<file path="config.mk">
export PLATFORM = sky130hd
export DESIGN_NAME = vab_step
export DESIGN_NICKNAME = d
export VERILOG_FILES = /design/src/sv/vab_pkg.sv /design/src/sv/vab_step.sv
export SDC_FILE = /design/constraint.sdc
export NUM_CORES = 1
export LEC_CHECK = 0
export ABC_AREA = 0
export BUFFER_PORTS_ARGS = -buffer_cell sky130_fd_sc_hd__buf_2
export CAP_MARGIN = 10
export CORE_MARGIN = 2
export CORE_UTILIZATION = 40
export DETAILED_ROUTE_END_ITERATION = 10
export GPL_TIMING_DRIVEN = 0
export SETUP_SLACK_MARGIN = 0.02
export SLEW_MARGIN = 20
export SYNTH_ARGS = -nofsm -noshare
export SYNTH_HDL_FRONTEND = slang
export SYNTH_SLANG_ARGS = --single-unit
export TNS_END_PERCENT = 50
</file>
<file path="constraint.sdc">
create_clock -name aclk -period 2.1 [get_ports aclk]
set_input_delay 0.315 -clock aclk [delete_from_list [all_inputs] [get_ports aclk]]
set_output_delay 0.315 -clock aclk [all_outputs]
set_load 0.005 [all_outputs]
</file>
<file path="src/sv/vab_pkg.sv">
`default_nettype none

package vab_pkg;

    // Default configuration of the top level.
    localparam int COORD_BITS_DEF   = 16;
    localparam int BISECT_STEPS_DEF = 10;

    // Tangent thresholds are unsigned Q11.24 and saturate at 2^35-1.
    localparam int          TAN_BITS = 35;
    localparam int          TAN_FRAC = 24;
    localparam logic [63:0] TAN_MAX  = (64'd1 << TAN_BITS) - 64'd1;

    // Angles are carried in fine units of pi/2^18; a quarter turn is 2^17.
    localparam int FINE_BITS         = 20;
    localparam int FINE_QUARTER_BITS = 17;
    localparam logic [FINE_BITS-1:0] HALF_PI_FINE = FINE_BITS'(1) << FINE_QUARTER_BITS;
    localparam logic [FINE_BITS-1:0] PI_FINE      = FINE_BITS'(1) << (FINE_QUARTER_BITS + 1);
    localparam logic [FINE_BITS-1:0] TWO_PI_FINE  = FINE_BITS'(1) << (FINE_QUARTER_BITS + 2);

    // Output angle in units of pi/4096, rounded half up from fine units.
    localparam int ANGLE_BITS  = 13;
    localparam int ANGLE_SHIFT = 6;
    localparam logic [FINE_BITS-1:0] ANGLE_ROUND = FINE_BITS'(1) << (ANGLE_SHIFT - 1);

    // Largest threshold table that one registered lookup covers.
    localparam int ROM_BANK_BITS = 8;

    localparam logic [63:0] Q62_ONE = 64'd1 << 62;
    localparam logic [63:0] PI_Q62  = 64'hC90F_DAA2_2168_C235;

    // Quadrant folding and axis flags that travel down the pipeline.
    typedef struct packed {
        logic neg_x;
        logic neg_y;
        logic zero_x;
        logic zero_y;
    } vab_flags_t;

    // Low 64 bits of (a * b) >> sh.
    function automatic logic [63:0] mul_shr(input logic [63:0] a, input logic [63:0] b,
                                            input int sh);
        logic [127:0] p;
        logic [127:0] q;
        p = {64'd0, a} * {64'd0, b};
        q = p >> sh;
        return q[63:0];
    endfunction

    // Restoring division, used only while the threshold tables are built.
    function automatic logic [63:0] udiv64(input logic [63:0] num, input logic [63:0] den);
        logic [63:0] q;
        logic [64:0] r;
        q = '0;
        r = '0;
        for (int i = 63; i >= 0; i--) begin
            r = {r[63:0], num[i]};
            if (r >= {1'b0, den}) begin
                r = r - {1'b0, den};
                q[i] = 1'b1;
            end
        end
        return q;
    endfunction

    // round(2^24 * num / den), saturated; num and den in Q2.62.
    function automatic logic [63:0] ratio_q24(input logic [63:0] num, input logic [63:0] den);
        logic [63:0] hi;
        logic [63:0] lo;
        logic [63:0] lo2;
        logic [63:0] d;
        logic [63:0] rem;
        logic [63:0] q;
        logic        over;
        logic        bitv;
        if (den == 64'd0 || den[63]) begin
            return TAN_MAX;
        end
        hi   = num >> (64 - (TAN_FRAC + 1));
        lo   = num << (TAN_FRAC + 1);
        lo2  = lo + den;
        d    = den << 1;
        rem  = '0;
        q    = '0;
        over = 1'b0;
        if (lo2 < lo) begin
            hi = hi + 64'd1;
        end
        for (int i = 127; i >= 0; i--) begin
            if (i >= 64) begin
                bitv = hi[i-64];
            end else begin
                bitv = lo2[i];
            end
            rem = {rem[62:0], bitv};
            if (q[63]) begin
                over = 1'b1;
            end
            q = {q[62:0], 1'b0};
            if (rem >= d) begin
                rem  = rem - d;
                q[0] = 1'b1;
            end
        end
        if (over || q > TAN_MAX) begin
            return TAN_MAX;
        end
        return q;
    endfunction

    // tan(k * pi / 2^18) in Q11.24 from Taylor series for sin and cos.
    function automatic logic [TAN_BITS-1:0] tan_q24(input logic [63:0] k);
        logic [63:0] m;
        logic [63:0] m2;
        logic [63:0] f;
        logic [63:0] g;
        logic [63:0] r;
        m  = mul_shr(k, PI_Q62, 18);
        m2 = mul_shr(m, m, 62);
        f  = Q62_ONE;
        g  = Q62_ONE;
        for (int n = 14; n >= 1; n--) begin
            f = Q62_ONE - udiv64(mul_shr(m2, f, 62), 64'((2 * n) * (2 * n + 1)));
            g = Q62_ONE - udiv64(mul_shr(m2, g, 62), 64'((2 * n - 1) * (2 * n)));
        end
        r = ratio_q24(mul_shr(m, f, 62), g);
        return r[TAN_BITS-1:0];
    endfunction

endpackage

`default_nettype wire

</file>
<file path="src/sv/vab_step.sv">
`default_nettype none

// One bisection step in four register stages: threshold lookup, bank select,
// multiply, and compare with update of the decided angle bits.
module vab_step #(
    parameter int COORD_BITS   = vab_pkg::COORD_BITS_DEF,
    parameter int BISECT_STEPS = vab_pkg::BISECT_STEPS_DEF,
    parameter int STEP         = 0
) (
    input  wire logic                    aclk,
    input  wire logic                    aresetn,
    input  wire logic                    en,
    input  wire logic                    in_vld,
    input  wire vab_pkg::vab_flags_t     in_flg,
    input  wire logic [COORD_BITS-1:0]   in_ux,
    input  wire logic [COORD_BITS-1:0]   in_uy,
    input  wire logic [BISECT_STEPS-1:0] in_r1,
    output logic                         out_vld,
    output vab_pkg::vab_flags_t          out_flg,
    output logic [COORD_BITS-1:0]        out_ux,
    output logic [COORD_BITS-1:0]        out_uy,
    output logic [BISECT_STEPS-1:0]      out_r1
);

    localparam int TanW   = vab_pkg::TAN_BITS;
    localparam int Depth  = 1 << STEP;
    localparam int LoBits = (STEP < vab_pkg::ROM_BANK_BITS) ? STEP : vab_pkg::ROM_BANK_BITS;
    localparam int HiBits = STEP - LoBits;
    localparam int NBank  = 1 << HiBits;
    localparam int ProdW  = COORD_BITS + TanW;
    localparam logic [BISECT_STEPS-1:0] MidBit = BISECT_STEPS'(1) << (BISECT_STEPS - 1 - STEP);

    typedef logic [TanW-1:0] tbl_t [Depth];

    // Thresholds for the midpoints this step can test: the decided bits form
    // the table address, the step's own bit is one, the lower bits are zero.
    function automatic tbl_t build_tbl();
        tbl_t        t;
        logic [63:0] j;
        for (int p = 0; p < Depth; p++) begin
            j = (64'(p) << (BISECT_STEPS - STEP)) | (64'd1 << (BISECT_STEPS - 1 - STEP));
            t[p] = vab_pkg::tan_q24(j << (vab_pkg::FINE_QUARTER_BITS - BISECT_STEPS));
        end
        return t;
    endfunction

    localparam tbl_t TBL = build_tbl();

    logic                      a_vld_reg, b_vld_reg, c_vld_reg, d_vld_reg;
    vab_pkg::vab_flags_t       a_flg_reg, b_flg_reg, c_flg_reg, d_flg_reg;
    logic [COORD_BITS-1:0]     a_ux_reg, b_ux_reg, c_ux_reg, d_ux_reg;
    logic [COORD_BITS-1:0]     a_uy_reg, b_uy_reg, c_uy_reg, d_uy_reg;
    logic [BISECT_STEPS-1:0]   a_r1_reg, b_r1_reg, c_r1_reg, d_r1_reg;
    logic [TanW-1:0]           bank_reg [NBank];
    logic [TanW-1:0]           bank_next [NBank];
    logic [TanW-1:0]           thr_reg, thr_next;
    logic [ProdW-1:0]          prod_reg, prod_next;
    logic [ProdW-1:0]          uy_scaled;
    logic [BISECT_STEPS-1:0]   d_r1_next;

    generate
        if (STEP == 0) begin : g_first
            always_comb begin
                bank_next[0] = TBL[0];
            end
            always_comb begin
                thr_next = bank_reg[0];
            end
        end else if (NBank == 1) begin : g_one_bank
            always_comb begin
                bank_next[0] = TBL[in_r1[BISECT_STEPS-1 -: STEP]];
            end
            always_comb begin
                thr_next = bank_reg[0];
            end
        end else begin : g_banks
            logic [LoBits-1:0] lo_addr;
            assign lo_addr = in_r1[BISECT_STEPS-1-HiBits -: LoBits];
            always_comb begin
                for (int b = 0; b < NBank; b++) begin
                    bank_next[b] = TBL[{HiBits'(b), lo_addr}];
                end
            end
            always_comb begin
                thr_next = bank_reg[a_r1_reg[BISECT_STEPS-1 -: HiBits]];
            end
        end
    endgenerate

    assign prod_next = ProdW'(b_ux_reg) * ProdW'(thr_reg);
    assign uy_scaled = ProdW'({c_uy_reg, {vab_pkg::TAN_FRAC{1'b0}}});
    // The upper half is kept when dy is not below dx * tan(mid).
    assign d_r1_next = (uy_scaled >= prod_reg) ? (c_r1_reg | MidBit) : c_r1_reg;

    always_ff @(posedge aclk) begin
        if (!aresetn) begin
            a_vld_reg <= 1'b0;
            b_vld_reg <= 1'b0;
            c_vld_reg <= 1'b0;
            d_vld_reg <= 1'b0;
        end else if (en) begin
            a_vld_reg <= in_vld;
            b_vld_reg <= a_vld_reg;
            c_vld_reg <= b_vld_reg;
            d_vld_reg <= c_vld_reg;
        end
    end

    always_ff @(posedge aclk) begin
        if (en) begin
            a_flg_reg <= in_flg;
            a_ux_reg  <= in_ux;
            a_uy_reg  <= in_uy;
            a_r1_reg  <= in_r1;
            for (int b = 0; b < NBank; b++) begin
                bank_reg[b] <= bank_next[b];
            end
            b_flg_reg <= a_flg_reg;
            b_ux_reg  <= a_ux_reg;
            b_uy_reg  <= a_uy_reg;
            b_r1_reg  <= a_r1_reg;
            thr_reg   <= thr_next;
            c_flg_reg <= b_flg_reg;
            c_ux_reg  <= b_ux_reg;
            c_uy_reg  <= b_uy_reg;
            c_r1_reg  <= b_r1_reg;
            prod_reg  <= prod_next;
            d_flg_reg <= c_flg_reg;
            d_ux_reg  <= c_ux_reg;
            d_uy_reg  <= c_uy_reg;
            d_r1_reg  <= d_r1_next;
        end
    end

    assign out_vld = d_vld_reg;
    assign out_flg = d_flg_reg;
    assign out_ux  = d_ux_reg;
    assign out_uy  = d_uy_reg;
    assign out_r1  = d_r1_reg;

    // Bits below this step's midpoint are never set yet.
    a_low_bits_clear: assert property (@(posedge aclk) disable iff (!aresetn)
        d_vld_reg |-> ((d_r1_reg & (MidBit - BISECT_STEPS'(1))) == '0))
        else $error("bisection bits below the current step are set");

endmodule

`default_nettype wire

</file>
Word level (Yosys, flattened, before mapping). Index checks and enable logic that the tools add are counted.

Output and inout bits: 47. Input port bits: 50. Register bits: 274.

Order comparisons: 1. $mul: 1.

Operator list (number): >= comparator 40 x 51 -> 1 bit (1); multiplier 16 x 35 -> 51 bit (1).

Logic depth before layout (Yosys ltp). Gate-level depths: netlist of the first run.

Depth in word-level cells: 1. Mapped depth: 6.

Least setup slack after synthesis of the first run. Ideal clock, no wire load.

Kind: reg2reg. From: reg c_uy_reg[4]. To: reg d_r1_reg[9] (netlist: out_r1[9]) (data pin). Required time: 1.828 ns. Stages on the path, launching flop included: 6. Arrival: 1.263 ns. Setup slack: 0.566 ns. Setup time: 0.272 ns. Buffers on the path: 0. Cell sequence: edfxtp_1 -> ha_1 -> a211oi_2 -> nor2_1 -> o311ai_1 -> nand3_1.

Cells in the longest elaborated chain, start to end: 1.

RTL lines: from (decl) (RTL line vab_step.sv:52) `logic [COORD_BITS-1:0] a_uy_reg, b_uy_reg, c_uy_reg, d_uy_reg;`; from (signal assigned) (RTL line vab_step.sv:125) `c_uy_reg <= b_uy_reg;`; >= comparator 40 x 51 -> 1 bit (RTL line vab_step.sv:93) `assign d_r1_next = (uy_scaled >= prod_reg) ? (c_r1_reg | MidBit) : c_r1_reg;`; to (signal assigned) (RTL line vab_step.sv:131) `d_r1_reg <= d_r1_next;`; to (decl) (RTL line vab_step.sv:53) `logic [BISECT_STEPS-1:0] a_r1_reg, b_r1_reg, c_r1_reg, d_r1_reg;`.

Every way passes these cells. A chain may end at the register's enable or synchronous reset.

Final worst setup path of the first run. Ends and elaborated chain as after synthesis.

==> run_results.csv, run 1 <==
group,metric,value,unit
status,outcome,"finished clean",
setup_path,crit_arrival,1.93,ns
clock_tree,clock_tree.htree_level_count,4,
sta,clock-skew-final,0.00565,ns
placement,dp_worst_slack,0.0515,ns
yosys,post_synth_top_area_cell,"edfxtp_1",
power_and_ir_drop,power-per-cell-area,1050,mW/mm²
sta,fmax,561,MHz
drt,detail_route.vias_per_cell,4.42,
cells_and_area,nets,436,
yosys,yosys-top-cells-area,"edfxtp_1 91%, ha_1 3.3%, dfxtp_1 1.3%",
floorplan,fp.dieW,127,µm
drt,dr.pass1.iters,5,
setup_path,critical_path.reg2reg.endpoint,"out_r1[9]",
sta,slew_headroom,0.630,
min_path,hold_start,"in_r1[0]",
yosys,yosysWarningCount,0,
sta,finalMaxSlewViolations,0,
grt,globalRouteOverflowTotal,0,
sta,worst_margin_slew,0.556,ns
power_and_ir_drop,leakage,2.79,nW
setup_path,crit_required,2.25,ns
floorplan,core_region_area,0.0150,mm²
floorplan,ios,97,
clock_tree,clock_tree.root_cell,"clkbuf_16",
cells_and_area,final_design_area_no_fill,0.00741,mm²
sta,final_critical_path_setup_slack,0.318,ns
drt,wire_per_inst,14.1,µm
drt,detailedRoute.firstIterationViolations,236,
yosys,post_synth_num_cell_types,17,
clock_tree,number_of_buffers_on_the_longest_clock_path,2,
cells_and_area,post_route_cells_drive_above_1_share,0.345,
placement,numPortBuffers,96,
yosys,synth.net_count,320,
drt,route.final.wire_length,8.06,mm
clock_tree,tritoncts,"done",
floorplan,die_area,0.0162,mm²
sta,finalCritPeriodShare,0.849,
setup_path,crit-reg2reg-launch,"c_uy_reg[4]",
sta,finalHoldViolations,0,
sta,rsz0062_at_grt,"no",
clock_tree,post-cts-setup-buffers,0,
clock_tree,cts_made_buffers,17,
grt,grt_antenna_before_repair,0,
setup_path,reg2reg_setup_slack,0.32,ns
yosys,postSynthCellCount,254,
power_and_ir_drop,design_power_total,7.80,mW
yosys,netlist_area,0.00608,mm²
clock_tree,postCtsResizedCells,0,
clock_tree,hold_fix_buffers_at_cts,0,
setup_path,r2r.worst_path.cells,5,
yosys,ys_seq_elements,188,
sta,setup_violators_final,0,
drt,detailroute.via_count,2521,
grt,grt_max_degree,115,
floorplan,initial_utilization,0.404,
clock_tree,clk_latency,0.42,ns
cells_and_area,antenna_diode_count,0,
setup_path,worstPathMaxFanout,2,
grt,globalRouteTotalUtil,0.107,
placement,dpl-instance-area,0.00683,mm²
min_path,hold_path_cells,1,
setup_path,endpoint_kind,"flop",
flow_run,drv_cap,0,
sta,min_period,1.78,ns
cells_and_area,layout-area-overhead-vs-synth,22.0,%
placement,gp_congestion,0.678,
floorplan,count_of_standard_cell_rows,45,
yosys,synth_seq_area_share,0.922,
min_path,min_path_type,"in2reg",
setup_path,kind_of_launch_point_of_the_worst_setup_path,"flop",
power_and_ir_drop,vdd_ir_drop_max,0.594,mV
clock_tree,clock_sink_total,188,
sta,timing.hold.ws,0.0638,ns
drt,drt_drc_violations_left,0,
setup_path,worstSetupPathType,"reg2reg",
yosys,postSynthAreaPerCell,23.9,µm²
clock_tree,cts.clk_slew.worst_paths,0.07,ns
cells_and_area,multi_input_comb_area,404,µm²
cells_and_area,sequential_cell_area,0.00561,mm²
grt,grt_pass1_wl,12.7,mm
cells_and_area,layout.filler_cells,1277,
yosys,synth_top_cell_area_share,0.909,
floorplan,die-height,127,µm
grt,grt_pass1_vias,2490,
drt,final_antenna_net_count,0,
min_path,whs_endpoint,"a_r1_reg[0]",
placement,hpwlAfterDp,4.98,mm
[metrics by stage]
stage	instances	util	setup TNS [ns]
CTS	571	0.493	0
detailed placement	539	0.454	0
global placement	538	0.452	-273.70
floorplan	254	-	0
global route	571	0.493	0
finish	571	0.493	0
[critical path, stage by stage (launching register included)]
cell	delay (ns)
edfxtp_1	0.41
ha_1	0.33
a211oi_2	0.22
nor2_1	0.08
o311ai_1	0.34
nand3_1	0.13
[metal layers]
layer / global-route usage / wire, µm / up-vias / share of wire
li1: - / - / 1224 / -
met1: 0.127 / 3310 / 1216 / 0.41
met2: 0.158 / 3920 / 72 / 0.49
met3: 0.0582 / 709 / 9 / 0.088
met4: 0.0543 / 108 / 0 / 0.013
met5: 0 / 0 / - / 0
[cells in the mapped netlist]
| cell type | n |
|---|---|
| a2111oi_2 | 1 |
| a211oi_2 | 2 |
| a21oi_1 | 4 |
| clkbuf_1 | 1 |
| dfxtp_1 | 4 |
| edfxtp_1 | 184 |
| ha_1 | 16 |
| inv_1 | 17 |
| mux2i_1 | 4 |
| nand2_1 | 5 |
| nand3_1 | 2 |
| nand4_1 | 1 |
| nor2_1 | 4 |
| nor2b_1 | 4 |
| nor3_1 | 1 |
| o21ai_0 | 3 |
| o311ai_1 | 1 |
[power breakdown]
part / total [mW] / internal, mW / switching, mW
Sequential: 4.47 / 4.40 / 0.0663
Clock: 3.08 / 1.59 / 1.49
Combinational: 0.258 / 0.108 / 0.151
[kinds of logic after synthesis]
logic type | count (synthesis) | share of synthesized area
compound gates | 11 | 0.0138
fa+ha+maj | 16 | 0.0329
buf+inv | 18 | 0.0111
flops | 188 | 0.922
mux | 4 | 0.00659
simple gates | 17 | 0.0132
[cell type report]
type,count,area share
Sequential cell,188,0.756
Tap cell,188,0.0317
Clock inverter,15,0.0211
Multi-Input combinational cell,48,0.0545
Clock buffer,17,0.0574
Inverter,17,0.00861
Buffer,1,0.000506
Timing Repair Buffer,97,0.0699
[worst max-delay path by stage]
stage / startpoint / end / slack, ns / depth (start not counted)
after floorplan: c_uy_reg[4] / out_r1[9] / 0.57 / 5
after global routing: c_ux_reg[0] / out_r1[9] / 0.22 / 6
after CTS: c_uy_reg[4] / out_r1[9] / 0.27 / 5
after global placement: en / out_vld / -1.68 / 4
final: c_uy_reg[4] / out_r1[9] / 0.32 / 5
after detailed placement: en / b_vld_reg / 0.05 / 5
[placed cells by master (no fill, tap or decap), types with 5 or more instances in the layout]
cell	n
edfxtp_1	184
ha_1	16
clkbuf_16	17
buf_2	95
inv_1	17
nand2_1	5
Note: power is estimated with default switching activity, not from simulation.
==> run 2: changes to the inputs <==
clock period = 1.5 ns   (was 2.1 ns; I/O delays follow)
==> run_results.csv, run 2 (same netlist as run 1, synthesis figures left out) <==
group,metric,value,unit
status,outcome,"complete, but fails checks",
status,failed_checks,"negative setup slack",
floorplan,fp.dieW,127,µm
drt,final_antenna_net_count,0,
floorplan,initial_utilization,0.404,
grt,grt_pass1_wl,13.0,mm
sta,worst_margin_slew,0.551,ns
power_and_ir_drop,p_clk_frac,0.393,
clock_tree,clk_latency,0.42,ns
clock_tree,clock_sink_total,188,
cells_and_area,final_design_area_no_fill,0.00792,mm²
power_and_ir_drop,power.share.sequential,0.564,
clock_tree,clock_tree.htree_level_count,4,
setup_path,worstPathMaxFanout,2,
placement,hpwlAfterDp,4.88,mm
sta,finalCritPeriodShare,1.07,
flow_run,drv_cap,0,
power_and_ir_drop,power-per-cell-area,1400,mW/mm²
power_and_ir_drop,cellInternalPower,8.77,mW
power_and_ir_drop,design_power_total,11.1,mW
clock_tree,number_of_buffers_on_the_longest_clock_path,2,
placement,dp_worst_slack,-0.464,ns
min_path,min_path_type,"in2reg",
clock_tree,tritoncts,"done",
placement,dpl-instance-area,0.00686,mm²
grt,globalRouteOverflowTotal,0,
clock_tree,cts_made_buffers,17,
floorplan,core_region_area,0.0150,mm²
power_and_ir_drop,switchingPower,2.34,mW
sta,setup_violators_final,1,
cells_and_area,final_cells,619,
power_and_ir_drop,vdd_ir_drop_max,0.930,mV
sta,clock-skew-final,0.0106,ns
sta,finalMaxSlewViolations,0,
cells_and_area,nets,484,
sta,final_critical_path_setup_slack,-0.102,ns
sta,slew_headroom,0.632,
cells_and_area,layout-area-overhead-vs-synth,30.3,%
cells_and_area,antenna_diode_count,0,
sta,rsz0062_at_grt,"yes",
cells_and_area,sequential_cell_area,0.00561,mm²
drt,wire_per_inst,13.8,µm
placement,gp_congestion,0.714,
setup_path,crit_arrival,1.75,ns
drt,dr.pass1.iters,4,
cells_and_area,multi_input_comb_area,437,µm²
power_and_ir_drop,switching_share,0.211,
setup_path,kind_of_launch_point_of_the_worst_setup_path,"flop",
power_and_ir_drop,power_frac_comb,0.043,
placement,numPortBuffers,96,
grt,globalRouteTotalUtil,0.109,
drt,detailedRoute.firstIterationViolations,172,
placement,cell_count_post_placement,539,
cells_and_area,layout.filler_cells,1168,
sta,finalHoldViolations,0,
drt,detailroute.via_count,2726,
floorplan,ios,97,
setup_path,crit_required,1.65,ns
cells_and_area,post_route_cells_drive_above_1_share,0.323,
drt,drt_drc_violations_left,0,
drt,route.final.wire_length,8.54,mm
setup_path,worstSetupPathType,"reg2reg",
drt,detail_route.vias_per_cell,4.40,
power_and_ir_drop,leakage,3.00,nW
sta,fmax,624,MHz
grt,grt_antenna_before_repair,0,
cells_and_area,final_cell_mix,"184 x edfxtp_1, 95 x buf_2, 46 x dlygate4sd3_1",
floorplan,die-height,127,µm
grt,grt_pass1_vias,2713,
sta,min_period,1.60,ns
grt,grt_max_degree,112,
clock_tree,clock_tree.root_cell,"clkbuf_16",
setup_path,endpoint_kind,"flop",
floorplan,die_area,0.0162,mm²
floorplan,count_of_standard_cell_rows,45,
cells_and_area,finish.utilization,0.527,
clock_tree,cts.clk_slew.worst_paths,0.07,ns
cells_and_area,layout_commonest_cell,"edfxtp_1",
-- run 2: cell count changes in the layout (fill, tap and decap cells not counted), sizes merged --
| cell | before | now |
|---|---|---|
| dlygate4sd3 | 0 | 46 |
| inv | 24 | 27 |
| bufinv | 0 | 1 |
| clkinv | 5 | 4 |
| buf | 97 | 99 |
| clkinvlp | 3 | 0 |
-- run 2: repair_timing --
action | in CTS | in global routing
buffers inserted | 1 | 1
endpoints found under the hold margin | 46 | 0
pin swaps | 3 | 2
setup endpoints to repair | 2 | 1
hold buffers | 46 | 0
resized for setup | 5 | 0
-- run 2: worst paths after layout --
| kind | from | to | slack [ns] | cells past startpoint |
|---|---|---|---|---|
| max | c_ux_reg[4] | out_r1[9] | -0.10 | 6 |
| min | aresetn | out_vld | 0.06 | 2 |
| max reg2reg | c_ux_reg[4] | out_r1[9] | -0.10 | 6 |
| min reg2reg | b_ux_reg[13] | c_ux_reg[13] | 0.42 | 0 |
-- run 2: final cells by class --
class,instances,share of cell area
clock inverters,15,0.0190
repair buffers,145,0.126
inverters,17,0.00806
flip-flops and latches,188,0.708
multi-input cells,48,0.0551
well taps,188,0.0297
clock buffers,17,0.0537
plain buffers,1,0.000474
-- run 2: stage by stage --
step | TNS, ns | hold slack [ns]
floorplan | 0 | 0.324
global placement | -368.73 | 0.401
detailed placement | -10.70 | 0.403
CTS | -0.121 | 0.0433
global route | -0.188 | 0.0542
finish | -0.102 | 0.0646
-- run 2: critical path: stages (launching register included) --
cell,delay (ns)
edfxtp_1,0.40
inv_2,0.09
ha_4,0.20
a211oi_2,0.17
nor2_1,0.07
o311ai_1,0.30
nand3_1,0.11
-- run 2: power by group through the flow --
stage,logic (mW),clock network [mW],registers (mW)
after detailed placement,0.382,0,6.38
after global routing,0.535,4.71,6.30
final,0.481,4.37,6.26
after CTS,0.488,4.49,6.27
after global placement,0.359,0,6.39
after floorplan,0.0994,0,6.36
-- run 2: metal layers --
| layer | GRT usage | wire length [µm] |
|---|---|---|
| met1 | 0.124 | 3590 |
| met2 | 0.178 | 4390 |
| met3 | 0.0410 | 387 |
| met4 | 0.0575 | 170 |
| met5 | 0 | 0 |
